## src/hw/rtl/mfa_pkg.sv

```systemverilog
package mfa_pkg;

    localparam int unsigned FuncW = 3;
    localparam int unsigned FpW = 11;
    localparam int unsigned HalfW = 16;
    localparam int unsigned WholeOutW = 8;

    typedef enum logic [FuncW-1:0] {
        FN_ADD = 3'd0,
        FN_SUB = 3'd1,
        FN_MUL = 3'd2,
        FN_NEG = 3'd3,
        FN_TOFP = 3'd4,
        FN_TOFIX = 3'd5
    } t_func;

    localparam logic [FpW-1:0] QNAN = 11'h3E0;
    localparam logic [FpW-1:0] POS_INF = 11'h3C0;
    localparam logic [FpW-1:0] NEG_INF = 11'h7C0;
    localparam logic [FpW-1:0] NEG_ZERO = 11'h400;
    localparam logic [FpW-1:0] SIGN_BIT = 11'h400;

    // Carried between stages: a finished result, or a value still to be rounded.
    typedef struct packed {
        logic [2:0]       func;
        logic             done;
        logic [FpW-1:0]   res;
        logic             sgn;
        logic signed [5:0] e;
        logic [6:0]       sig;
        logic             rnd;
        logic             sticky;
        logic [WholeOutW-1:0] whole;
        logic [HalfW-1:0] frac;
        logic             neg;
        logic             nan;
        logic             inf;
    } t_mid;

    function automatic logic [FpW-1:0] inf_of(input logic s);
        return s ? NEG_INF : POS_INF;
    endfunction

    function automatic logic [FpW-1:0] zero_of(input logic s);
        return s ? NEG_ZERO : '0;
    endfunction

endpackage

```

## src/hw/rtl/mfa_front.sv

```systemverilog
module mfa_front (
    input  logic                 i_clk,
    input  logic                 i_rst_n,
    input  logic                 i_en,
    input  logic                 i_valid,
    input  logic [2:0]           i_func,
    input  logic [10:0]          i_a,
    input  logic [10:0]          i_b,
    input  logic [15:0]          i_whole,
    input  logic [15:0]          i_frac,
    input  logic                 i_neg,
    input  logic                 i_nan,
    input  logic                 i_inf,
    output logic                 o_valid,
    output mfa_pkg::t_mid        o_mid,
    output logic [13:0]          o_prod,
    output logic signed [5:0]    o_ea,
    output logic signed [5:0]    o_eb,
    output logic [20:0]          o_ma,
    output logic [20:0]          o_mb,
    output logic [31:0]          o_all
);
    import mfa_pkg::*;

    logic   r_valid;
    t_mid   r_mid, n_mid;
    logic [13:0] r_prod;
    logic [20:0] r_ma, r_mb;
    logic signed [5:0] r_ea, r_eb;
    logic [31:0] r_all;

    logic [10:0] b_eff;
    logic sa, sb;
    logic [3:0] xa, xb;
    logic [5:0] fa, fb;
    logic nan_a, nan_b, inf_a, inf_b, z_a, z_b;
    logic signed [5:0] ea, eb;
    logic [6:0] sig_a, sig_b;
    logic [3:0] xd;
    logic [24:0] fix_all;

    always_comb begin
        fix_all = {8'd0, 1'b1, i_a[5:0], 10'd0};
        if (i_a[9:6] >= 4'd7) fix_all = fix_all << (i_a[9:6] - 4'd7);
        else fix_all = fix_all >> (4'd7 - i_a[9:6]);
    end

    always_comb begin
        b_eff = (i_func == FN_SUB) ? (i_b ^ SIGN_BIT) : i_b;
        sa = i_a[10];
        sb = b_eff[10];
        xa = i_a[9:6];
        xb = b_eff[9:6];
        fa = i_a[5:0];
        fb = b_eff[5:0];
        nan_a = (xa == 4'hF) && (fa != '0);
        nan_b = (xb == 4'hF) && (fb != '0);
        inf_a = (xa == 4'hF) && (fa == '0);
        inf_b = (xb == 4'hF) && (fb == '0);
        z_a = (xa == '0) && (fa == '0);
        z_b = (xb == '0) && (fb == '0);
        ea = $signed({2'b00, xa}) - 6'sd7;
        eb = $signed({2'b00, xb}) - 6'sd7;
        sig_a = {1'b1, fa};
        sig_b = {1'b1, fb};
        n_mid = '0;
        n_mid.func = i_func;
        n_mid.sgn = sa ^ sb;
        case (i_func)
            FN_ADD, FN_SUB: begin
                if (nan_a || nan_b) begin
                    n_mid.done = 1'b1; n_mid.res = QNAN;
                end else if (inf_a) begin
                    n_mid.done = 1'b1;
                    n_mid.res = (inf_b && sa != sb) ? QNAN : inf_of(sa);
                end else if (inf_b) begin
                    n_mid.done = 1'b1; n_mid.res = inf_of(sb);
                end else if (z_a) begin
                    n_mid.done = 1'b1;
                    n_mid.res = z_b ? zero_of(sa & sb) : b_eff;
                end else if (z_b) begin
                    n_mid.done = 1'b1; n_mid.res = i_a;
                end
            end
            FN_MUL: begin
                if (nan_a || nan_b) begin
                    n_mid.done = 1'b1; n_mid.res = QNAN;
                end else if (inf_a) begin
                    n_mid.done = 1'b1; n_mid.res = z_b ? QNAN : inf_of(sa ^ sb);
                end else if (inf_b) begin
                    n_mid.done = 1'b1; n_mid.res = z_a ? QNAN : inf_of(sa ^ sb);
                end else if (z_a || z_b) begin
                    n_mid.done = 1'b1; n_mid.res = zero_of(sa ^ sb);
                end
                n_mid.e = ea + eb;
            end
            FN_NEG: begin
                n_mid.done = 1'b1; n_mid.res = i_a ^ SIGN_BIT;
            end
            FN_TOFP: begin
                n_mid.sgn = i_neg;
                if (i_nan) begin
                    n_mid.done = 1'b1; n_mid.res = QNAN;
                end else if (i_inf) begin
                    n_mid.done = 1'b1; n_mid.res = inf_of(i_neg);
                end else if ({i_whole, i_frac} == '0) begin
                    n_mid.done = 1'b1; n_mid.res = zero_of(i_neg);
                end
            end
            FN_TOFIX: begin
                n_mid.done = 1'b1;
                n_mid.neg = sa;
                if (xa == 4'hF) begin
                    n_mid.nan = (fa != '0);
                    n_mid.inf = (fa == '0);
                end else if (!z_a) begin
                    n_mid.whole = fix_all[23:16];
                    n_mid.frac = fix_all[15:0];
                end
            end
            default: begin
                n_mid.done = 1'b1;
            end
        endcase
        xd = (xa > xb) ? (xa - xb) : (xb - xa);
    end

    always_ff @(posedge i_clk) begin
        if (!i_rst_n) begin
            r_valid <= 1'b0;
        end else if (i_en) begin
            r_valid <= i_valid;
        end
        if (i_en) begin
            r_mid <= n_mid;
            r_prod <= 14'(sig_a) * 14'(sig_b);
            r_ea <= ea;
            r_eb <= eb;
            r_ma <= (xa > xb) ? (21'(sig_a) << xd) : 21'(sig_a);
            r_mb <= (xb > xa) ? (21'(sig_b) << xd) : 21'(sig_b);
            r_all <= {i_whole, i_frac};
        end
    end

    assign o_valid = r_valid;
    assign o_mid = r_mid;
    assign o_prod = r_prod;
    assign o_ea = r_ea;
    assign o_eb = r_eb;
    assign o_ma = r_ma;
    assign o_mb = r_mb;
    assign o_all = r_all;
endmodule

```

## src/hw/rtl/mfa_norm.sv

```systemverilog
module mfa_norm (
    input  logic              i_clk,
    input  logic              i_rst_n,
    input  logic              i_en,
    input  logic              i_valid,
    input  mfa_pkg::t_mid     i_mid,
    input  logic [13:0]       i_prod,
    input  logic signed [5:0] i_ea,
    input  logic signed [5:0] i_eb,
    input  logic [20:0]       i_ma,
    input  logic [20:0]       i_mb,
    input  logic [31:0]       i_all,
    output logic              o_valid,
    output mfa_pkg::t_mid     o_mid
);
    import mfa_pkg::*;

    logic r_valid;
    t_mid r_mid, n_mid;

    logic sa, sb;
    logic signed [22:0] sum;
    logic [21:0] mag;
    logic [21:0] msh;
    logic [4:0] lz;
    logic [4:0] hp;
    logic signed [6:0] ee;
    logic [13:0] pm;
    logic [4:0] p;
    logic [31:0] sh;

    always_comb begin
        n_mid = i_mid;
        sa = 1'b0; sb = 1'b0; sum = '0; mag = '0; msh = '0; lz = '0; hp = '0;
        ee = '0; pm = '0; p = '0; sh = '0;
        if (!i_mid.done) begin
            case (i_mid.func)
                FN_ADD, FN_SUB: begin
                    // sign of a is the product-sign xor b sign; recovered here.
                    sb = i_mid.res[0];
                    sa = i_mid.sgn ^ sb;
                    sum = (sa ? -$signed({2'b0, i_ma}) : $signed({2'b0, i_ma}))
                        + (sb ? -$signed({2'b0, i_mb}) : $signed({2'b0, i_mb}));
                    mag = sum[22] ? 22'(-sum) : 22'(sum);
                    n_mid.sgn = sum[22];
                    ee = 7'((i_ea < i_eb) ? i_ea : i_eb);
                    if (mag == '0) begin
                        n_mid.done = 1'b1; n_mid.res = '0;
                    end else if (mag >= 22'h40) begin
                        for (int k = 0; k < 22; k++) if (mag[k]) hp = 5'(k);
                        ee = ee + 7'(hp) - 7'sd6;
                        msh = mag << (5'd21 - hp);
                        n_mid.sig = msh[21:15];
                        n_mid.rnd = msh[14];
                        n_mid.sticky = msh[13:0] != '0;
                        if (ee > 7'sd7) begin
                            n_mid.done = 1'b1; n_mid.res = inf_of(sum[22]);
                        end
                    end else begin
                        for (int k = 0; k < 7; k++) if (mag[k]) hp = 5'(k);
                        lz = 5'd6 - hp;
                        ee = ee - 7'(lz);
                        n_mid.sig = 7'(mag << lz);
                        if (ee < -7'sd6) begin
                            n_mid.done = 1'b1; n_mid.res = zero_of(sum[22]);
                        end
                    end
                    n_mid.e = 6'(ee);
                end
                FN_MUL: begin
                    ee = 7'(i_mid.e);
                    pm = i_prod;
                    if (pm[13]) begin
                        ee = ee + 7'sd1;
                        n_mid.sig = pm[13:7];
                        n_mid.rnd = pm[6];
                        n_mid.sticky = pm[5:0] != '0;
                    end else begin
                        n_mid.sig = pm[12:6];
                        n_mid.rnd = pm[5];
                        n_mid.sticky = pm[4:0] != '0;
                    end
                    n_mid.e = 6'(ee);
                    if (ee > 7'sd7) begin
                        n_mid.done = 1'b1; n_mid.res = inf_of(i_mid.sgn);
                    end else if (ee < -7'sd6) begin
                        n_mid.done = 1'b1; n_mid.res = zero_of(i_mid.sgn);
                    end
                end
                FN_TOFP: begin
                    for (int k = 0; k < 32; k++) if (i_all[k]) p = 5'(k);
                    ee = 7'(p) - 7'sd16;
                    sh = i_all << (5'd31 - p);
                    n_mid.sig = sh[31:25];
                    n_mid.rnd = sh[24];
                    n_mid.sticky = sh[23:0] != '0;
                    n_mid.e = 6'(ee);
                    if (ee > 7'sd7) begin
                        n_mid.done = 1'b1; n_mid.res = inf_of(i_mid.sgn);
                    end else if (ee < -7'sd6) begin
                        n_mid.done = 1'b1; n_mid.res = zero_of(i_mid.sgn);
                    end
                end
                default: begin
                    n_mid.done = 1'b1;
                end
            endcase
        end
    end

    always_ff @(posedge i_clk) begin
        if (!i_rst_n) begin
            r_valid <= 1'b0;
        end else if (i_en) begin
            r_valid <= i_valid;
        end
        if (i_en) begin
            r_mid <= n_mid;
        end
    end

    assign o_valid = r_valid;
    assign o_mid = r_mid;
endmodule

```

## src/hw/rtl/mfa_round.sv

```systemverilog
module mfa_round (
    input  logic          i_clk,
    input  logic          i_rst_n,
    input  logic          i_en,
    input  logic          i_valid,
    input  mfa_pkg::t_mid i_mid,
    output logic          o_valid,
    output logic [10:0]   o_small_result,
    output logic [7:0]    o_out_whole,
    output logic [15:0]   o_out_fraction,
    output logic          o_out_negative,
    output logic          o_out_nan,
    output logic          o_out_infinity
);
    import mfa_pkg::*;

    logic r_valid;
    logic [10:0] r_res;
    logic [7:0] r_whole;
    logic [15:0] r_frac;
    logic r_neg, r_nan, r_inf;
    logic [10:0] n_res;
    logic [7:0] sg;
    logic signed [5:0] ee;
    logic [3:0] xf;

    always_comb begin
        sg = {1'b0, i_mid.sig} + 8'(i_mid.rnd & (i_mid.sticky | i_mid.sig[0]));
        ee = i_mid.e;
        if (sg[7]) begin
            sg = sg >> 1;
            ee = ee + 6'sd1;
        end
        xf = 4'(ee + 6'sd7);
        if (i_mid.done) n_res = i_mid.res;
        else if (ee > 6'sd7) n_res = inf_of(i_mid.sgn);
        else n_res = {i_mid.sgn, xf, sg[5:0]};
        if (i_mid.func == FN_TOFIX || i_mid.func > FN_TOFIX) n_res = '0;
    end

    always_ff @(posedge i_clk) begin
        if (!i_rst_n) begin
            r_valid <= 1'b0;
        end else if (i_en) begin
            r_valid <= i_valid;
        end
        if (i_en) begin
            r_res <= n_res;
            r_whole <= i_mid.whole;
            r_frac <= i_mid.frac;
            r_neg <= i_mid.neg;
            r_nan <= i_mid.nan;
            r_inf <= i_mid.inf;
        end
    end

    assign o_valid = r_valid;
    assign o_small_result = r_res;
    assign o_out_whole = r_whole;
    assign o_out_fraction = r_frac;
    assign o_out_negative = r_neg;
    assign o_out_nan = r_nan;
    assign o_out_infinity = r_inf;

    property p_fix_clean;
        @(posedge i_clk) disable iff (!i_rst_n)
        r_valid |-> !(r_nan && r_inf);
    endproperty
    a_fix_clean: assert property (p_fix_clean) else $error("nan and infinity both set");

    property p_fix_zero;
        @(posedge i_clk) disable iff (!i_rst_n)
        (r_valid && (r_nan || r_inf)) |-> (r_whole == '0 && r_frac == '0 && r_res == '0);
    endproperty
    a_fix_zero: assert property (p_fix_zero) else $error("special value has magnitude");

    property p_hold;
        @(posedge i_clk) disable iff (!i_rst_n)
        (!i_en) |=> $stable(r_res);
    endproperty
    a_hold: assert property (p_hold) else $error("result changed while held");
endmodule

```

## src/hw/rtl/minifloat_11bit_arith_convert.sv

```systemverilog
// Minifloat (1-4-6, bias 7) add, subtract, multiply, negate, 16.16 to float and float to 8.16.
// Input channel: i_valid with o_stall, carrying func and the operand fields.
// Output channel: o_valid with i_stall, carrying one result item per input item.
// An item is accepted on a rising edge where valid is high and stall is low.
// There are three register stages: decode and multiply/align, normalise, then
// round and pack. An accepted item moves through them in that order and o_valid
// rises when it reaches the last; one item may enter every cycle unless stalled.
// When the receiver stalls while the output register is full, the whole pipeline
// holds and o_stall follows i_stall, so nothing is lost or repeated.
// Reset (i_rst_n low, synchronous) empties every stage; payload is not cleared.
module minifloat_11bit_arith_convert (
    input  logic        i_clk,
    input  logic        i_rst_n,
    input  logic        i_valid,
    output logic        o_stall,
    input  logic [2:0]  i_func,
    input  logic [10:0] i_operand_a,
    input  logic [10:0] i_operand_b,
    input  logic [15:0] i_in_whole,
    input  logic [15:0] i_in_fraction,
    input  logic        i_in_negative,
    input  logic        i_in_nan,
    input  logic        i_in_infinity,
    output logic        o_valid,
    input  logic        i_stall,
    output logic [10:0] o_small_result,
    output logic [7:0]  o_out_whole,
    output logic [15:0] o_out_fraction,
    output logic        o_out_negative,
    output logic        o_out_nan,
    output logic        o_out_infinity
);
    import mfa_pkg::*;

    logic en;
    logic v1, v2;
    t_mid m1, m1x, m2;
    logic [13:0] prod;
    logic [20:0] ma, mb;
    logic signed [5:0] ea, eb;
    logic [31:0] all_bits;
    logic r_sgn_b;

    assign en = !(o_valid && i_stall);
    assign o_stall = !en;

    mfa_front u_front (
        .i_clk(i_clk), .i_rst_n(i_rst_n), .i_en(en), .i_valid(i_valid && en),
        .i_func(i_func), .i_a(i_operand_a), .i_b(i_operand_b),
        .i_whole(i_in_whole), .i_frac(i_in_fraction), .i_neg(i_in_negative),
        .i_nan(i_in_nan), .i_inf(i_in_infinity),
        .o_valid(v1), .o_mid(m1), .o_prod(prod), .o_ea(ea), .o_eb(eb),
        .o_ma(ma), .o_mb(mb), .o_all(all_bits)
    );

    // Stage two needs the sign of b; it rides in the spare result bit.
    always_comb begin
        m1x = m1;
        if (!m1.done) m1x.res = 11'(r_sgn_b);
    end

    always_ff @(posedge i_clk) begin
        if (en) r_sgn_b <= (i_func == FN_SUB) ? !i_operand_b[10] : i_operand_b[10];
    end

    mfa_norm u_norm (
        .i_clk(i_clk), .i_rst_n(i_rst_n), .i_en(en), .i_valid(v1), .i_mid(m1x),
        .i_prod(prod), .i_ea(ea), .i_eb(eb), .i_ma(ma), .i_mb(mb), .i_all(all_bits),
        .o_valid(v2), .o_mid(m2)
    );

    mfa_round u_round (
        .i_clk(i_clk), .i_rst_n(i_rst_n), .i_en(en), .i_valid(v2), .i_mid(m2),
        .o_valid(o_valid), .o_small_result(o_small_result),
        .o_out_whole(o_out_whole), .o_out_fraction(o_out_fraction),
        .o_out_negative(o_out_negative), .o_out_nan(o_out_nan),
        .o_out_infinity(o_out_infinity)
    );
endmodule
```

## config.mk

```make
export PLATFORM = sky130hd
export DESIGN_NAME = minifloat_11bit_arith_convert
export DESIGN_NICKNAME = d
export VERILOG_FILES = /design/src/hw/rtl/mfa_pkg.sv /design/src/hw/rtl/mfa_front.sv /design/src/hw/rtl/mfa_norm.sv /design/src/hw/rtl/mfa_round.sv /design/src/hw/rtl/minifloat_11bit_arith_convert.sv
export SDC_FILE = /design/constraint.sdc
export NUM_CORES = 1
export LEC_CHECK = 0
export BUFFER_PORTS_ARGS = -buffer_cell sky130_fd_sc_hd__clkbuf_2
export CAP_MARGIN = 20
export CORE_MARGIN = 2
export CORE_UTILIZATION = 54
export DETAILED_ROUTE_END_ITERATION = 6
export PLACE_DENSITY = 0.69
export REMOVE_ABC_BUFFERS = 1
export SYNTH_ARGS = -nofsm -noshare
export SYNTH_HDL_FRONTEND = slang
export SYNTH_SLANG_ARGS = --single-unit
```

## constraint.sdc

```tcl
create_clock -name i_clk -period 9.2 [get_ports i_clk]
set_clock_uncertainty 0.2 [all_clocks]
set_input_delay 0.46 -clock i_clk [delete_from_list [all_inputs] [get_ports i_clk]]
set_output_delay 0.46 -clock i_clk [all_outputs]
set_load 0.005 [all_outputs]
```

==> results of run 1 <==
## power breakdown
group	switching, mW	internal [mW]
Clock	0.454	0.617
Combinational	3.86	2.54
Sequential	0.101	1.41
## cell usage after synthesis (all sizes together), types with 31 or more instances
master    n
edfxtp  244
nor2    229
nand2   190
a21oi   177
o21ai   130
mux2i   107
inv     106
ha      103
clkbuf   87
xnor2    70
nor3     68
nand3    58
and2     48
xor2     38
o211ai   33
fa       31
## stage by stage
stage | power [mW] | utilization | setup WS, ns | setup TNS (ns) | cells
after floorplan | 6.21 | - | 0.609 | 0 | 2127
after global placement | 7.70 | 0.571 | 0.449 | 0 | 2772
after detailed placement | 7.79 | 0.571 | 0.271 | 0 | 2772
after CTS | 8.91 | 0.604 | 0.222 | 0 | 2857
after global routing | 9.70 | 0.605 | -0.0231 | -0.0539 | 2857
final | 8.98 | 0.605 | 0.481 | 0 | 2857
## routing by layer
layer	up-vias	GRT usage
li1	8471	-
met1	8419	0.371
met2	520	0.477
met3	85	0.0276
met4	0	0.0705
met5	-	0
## state kept, by name, summed over array words and instances, names as in the netlist, 5 cells and up
name	cells
u_front.o_ma	21
u_front.o_prod	14
u_norm.o_mid	58
u_front.o_mb	21
u_round.o_out_whole	8
u_front.o_eb	5
u_front.o_ea	5
u_front.o_mid	49
u_round.o_small_result	11
u_round.o_out_fraction	16
u_front.o_all	32
## cells by family after synthesis
kind of cell    Yosys count  share of synthesized area
buf+inv                 212                     0.0412
xor+xnor                108                     0.0463
fa+ha+maj               135                     0.0940
simple gates            784                      0.189
mux                     135                     0.0707
other cells               2                   0.000368
compound gates          607                      0.197
flops                   247                      0.362
## area by class of cell
type / count / area share
Clock buffer: 35 / 0.0320
Clock inverter: 13 / 0.00634
Multi-Input combinational cell: 1773 / 0.540
Sequential cell: 247 / 0.326
Inverter: 107 / 0.0179
Tap cell: 511 / 0.0282
Timing Repair Buffer: 171 / 0.0499
## path summary, 6_finish.rpt
kind / startpoint / end / slack, ns / cells past startpoint
setup reg to reg: u_front.o_mb[3]$_DFFE_PN_ / u_norm.o_mid[52]$_DFFE_PN_ / 0.48 / 34
hold reg to reg: u_front.o_mid[24]$_SDFFCE_PP0N_ / u_norm.o_mid[24]$_DFFE_PN_ / 0.21 / 0
setup / recovery: u_front.o_mb[3]$_DFFE_PN_ / u_norm.o_mid[52]$_DFFE_PN_ / 0.48 / 34
hold / removal: i_in_negative / u_front.o_mid[42]$_DFFE_PN_ / 0.09 / 2
## what timing repair did
item,CTS,global route
gates resized for setup,0,7
setup endpoints to repair,0,11
endpoints found under the hold margin,38,0
hold buffers,37,0
## worst register-to-register path, delay by kind of cell (launching register included)
kind | cells | cell delay, ns
simple gates | 16 | 3.62
xor+xnor | 3 | 0.82
buf+inv | 1 | 0.04
compound gates | 10 | 1.96
flops | 1 | 0.44
fa+ha+maj | 4 | 1.39
==> metrics.txt, run 1 <==
status completed; Setup crit start kind register; DR top layer met4; row cnt 71; sequential standard cell area 7390 um2; Layout Nets 2525; Peak VDD IR 0.299 mV; Post-synth top flop edfxtp_1; DR iter-0 viols 1421; DR vias 17.5k; Slew headroom 0.315; gr ovfl total 0; vias in the first global route 16.7k; CP Buf/Inv Count 1; critical path's slowest cell or4_1; Post-Route M1 WL 24.3 mm; Critical Path Max Stage Delay 0.57 ns; placed wire-length estimate 41.2 mm; P&R area growth vs syn 11.1%; most frequent cells in the layout edfxtp_1, nor2_1, nand2_1, a21oi_1, mux2i_1; Die Y 198 um; I/O Pins 104; Met2 Wirelength 26.9 mm; DR pass1 iterations 6; final worst path period share 0.948; Max Cap Violations 0; htree depth 1; CP Max Fanout 13; largest net degree at the start of global routing 182; Slew Limit Fails 0; Pleak 9.33 nW; Post-synth EDFFs 244; metal3 WL 2.73 mm; wire length per cell 19.3 um; worst slew pin tran 1.03 ns; Mapped Cells 2230; clock sink total 247; CTS root buf clkbuf_16; fraction of layout cells with a size suffix above 1 0.110; min-delay worst type input pin to register; routability cong. 0.917; Top delay family on crit path simple AND/OR/NAND/NOR gates; Clock transition at path regs 0.06 ns; PwrDens 396 nW/um2; Synth Cell Area 20400 um2; Hold Fails Final Rpt 0; Setup CP Type register to register; Area contributors post-synth edfxtp_1, ha_1, mux2i_1; PortBufs 103; Ys Warns 0; Setup Viol. Count Final 0; gr usage total 0.276; area occupied by multi-input gates 12200 um2; core box area 37500 um2; first-pass GRT wire length 87.4 mm; Initial Util 0.545; CTS Buf Count 27; Via density 6.12; Post-DP Area 21400 um2; Skew-Pair Late Insertion Delay 0.55 ns; async set-reset flop share out of synthesis 0; Inserted Diodes 0; antenna viol nets, final 0; clk buf depth 3; Seq/Total Area, Yosys 0.362; DRC 0; Critical Path RT 9.29 ns; Syn Area/Cell 9.16 um2; WP data arrival 8.80 ns; # fillers 3238; post-layout minimum cycle time 8.72 ns; Critical Path End Type register; fin area 22700 um2; chip width 198 um; worst hold slack 0.0906 ns; Max Clock Freq 0.115 GHz; CTS tree built; WL final 55.2 mm; count of unique library cells instantiated by Yosys 101; post-synth top area share 0.359; commonest non-fill, non-tap cell in the layout edfxtp_1; flops & latches, synth 247; Die ar. 39400 um2; Synth area leader edfxtp_1; Post-CTS Setup Repair Bufs 0; initial antenna violation count 0; cell mode on critical path nor2_1
No activity file was read; power rests on OpenSTA's default activity.
==> run 2, diff against run 1 <==
==> constraint.sdc (replaced) <==
create_clock -name i_clk -period 9.2 [get_ports i_clk]
set_clock_uncertainty 0.2 [all_clocks]
set_input_delay 0.46 -clock i_clk [delete_from_list [all_inputs] [get_ports i_clk]]
set_output_delay 0.46 -clock i_clk [all_outputs]
set_load 0.02 [all_outputs]
==> metrics.txt, run 2 (synthesis results as in run 1) <==
status completed; commonest non-fill, non-tap cell in the layout edfxtp_1; DR pass1 iterations 5 (-1); first-pass GRT wire length 86.9 mm (-0.51%); Inserted Diodes 0 (unchanged); I/O Pins 104 (unchanged); CTS tree built; Setup WS pre-CTS 0.254 ns (-0.0167 ns); wire length per cell 19.3 um (about the same); DR iter-0 viols 1437 (+1.1%); Peak VDD IR 0.356 mV (+19%); Top delay family on crit path simple AND/OR/NAND/NOR gates; DR vias 17.5k (+0.23%); Post-Route Setup TNS 0 ns (unchanged); gr ovfl total 0 (unchanged); Setup crit start kind register; PwrDens 397 nW/um2 (+0.33%); largest net degree at the start of global routing 182 (unchanged); # placed instances 2772 (unchanged); Via density 6.12 (about the same); Critical Path RT 9.30 ns (about the same); Critical Path Max Stage Delay 0.57 ns (about the same); post-layout minimum cycle time 8.67 ns (-0.0515 ns); antenna viol nets, final 0 (unchanged); vias in the first global route 16.7k (-0.16%); final worst path period share 0.942 (-0.00560); final setup margin 0.532 ns (+0.0515 ns); Die ar. 39400 um2 (unchanged); P&R area growth vs syn 11.4%; Max Cap Violations 0 (unchanged); Skew-Pair Late Insertion Delay 0.56 ns (about the same); DRC 0 (unchanged); fraction of layout cells with a size suffix above 1 0.115 (+0.00435); CTS root buf clkbuf_16; Setup CP Type register to register; CTS Buf Count 28 (+3.7%); Layout Cells excl Fill 2864 (+0.25%); routability cong. 0.900 (-1.9%); WP data arrival 8.76 ns (-0.04 ns); most frequent cells in the layout edfxtp_1, nor2_1, nand2_1, a21oi_1, mux2i_1; WL final 55.3 mm (+0.16%); min-delay worst type input pin to register; critical path's slowest cell or4b_4; row cnt 71 (unchanged); max FFs per register 58 (unchanged); CP Buf/Inv Count 1 (unchanged); clk buf depth 3 (unchanged); htree depth 1 (unchanged); Pleak 9.36 nW (+0.29%); chip width 198 um (unchanged); Max Clock Freq 0.115 GHz (+0.59%); clock sink total 247 (unchanged); worst hold slack 0.0545 ns (-0.0361 ns); Setup Viol. Count Final 0 (unchanged); Clock transition at path regs 0.07 ns (about the same); Hold Fails Final Rpt 0 (unchanged); PortBufs 103 (unchanged); Initial Util 0.545 (unchanged); Slew Limit Fails 0 (unchanged); Critical Path End Type register; worst slew pin tran 1.10 ns (+0.0709 ns); initial antenna violation count 0 (unchanged); RSZ-0062 raised after global routing no; placed wire-length estimate 41.1 mm (-0.32%); gr usage total 0.275 (-0.00102); Slew headroom 0.268 (-0.0473); CP Max Fanout 15 (+2); Die Y 198 um (unchanged); core box area 37500 um2 (unchanged); Layout Nets 2529 (+0.16%)
-- run 2: power breakdown --
group	internal [mW]	total [mW]	switching, mW
clock network	0.609	1.07	0.461
logic	2.55	6.46	3.91
registers	1.41	1.51	0.101
-- run 2: stage by stage --
step / area (um2) / total power [mW] / util
6_report: 22800 / 9.04 / 0.607
5_1_grt: 22800 / 9.74 / 0.607
4_1_cts: 22700 / 8.91 / 0.605
3_5_place_dp: 21400 / 7.80 / 0.571
3_3_place_gp: 21400 / 7.72 / 0.571
2_1_floorplan: 20000 / 6.23 / -
-- run 2: routing by layer --
layer  global-route usage  vias up  wire, um
met5                    0        -         0
met4               0.0829        0      1460
met3               0.0346       98      2960
met2                0.464      561     26700
met1                0.370     8387     24200
li1                     -     8490         -
-- run 2: final cells by class --
cell class,instances,area [um2]
Sequential cell,247,7390
Tap cell,511,639
Timing Repair Buffer,174,1150
Clock inverter,20,154
Fill cell,3290,14700
Multi-Input combinational cell,1773,12300
Clock buffer,32,737
Inverter,107,410
-- run 2: final timing paths --
path	end	from	slack (ns)	depth (start not counted)
hold reg to reg	u_norm.o_mid[4]$_DFFE_PN_	u_front.o_mid[4]$_SDFFCE_PP0N_	0.22	0
hold / removal	u_front.o_mid[42]$_DFFE_PN_	i_in_negative	0.05	2
setup reg to reg	u_norm.o_mid[52]$_DFFE_PN_	u_front.o_mb[3]$_DFFE_PN_	0.53	32
setup / recovery	u_norm.o_mid[52]$_DFFE_PN_	u_front.o_mb[3]$_DFFE_PN_	0.53	32
-- run 2: what timing repair did --
action | 4_1_cts | 5_1_grt
hold endpoints to repair | 38 | 0
gates resized for setup | 0 | 13
buffers inserted | 0 | 1
setup endpoints to repair | 0 | 11
hold buffers | 38 | 0
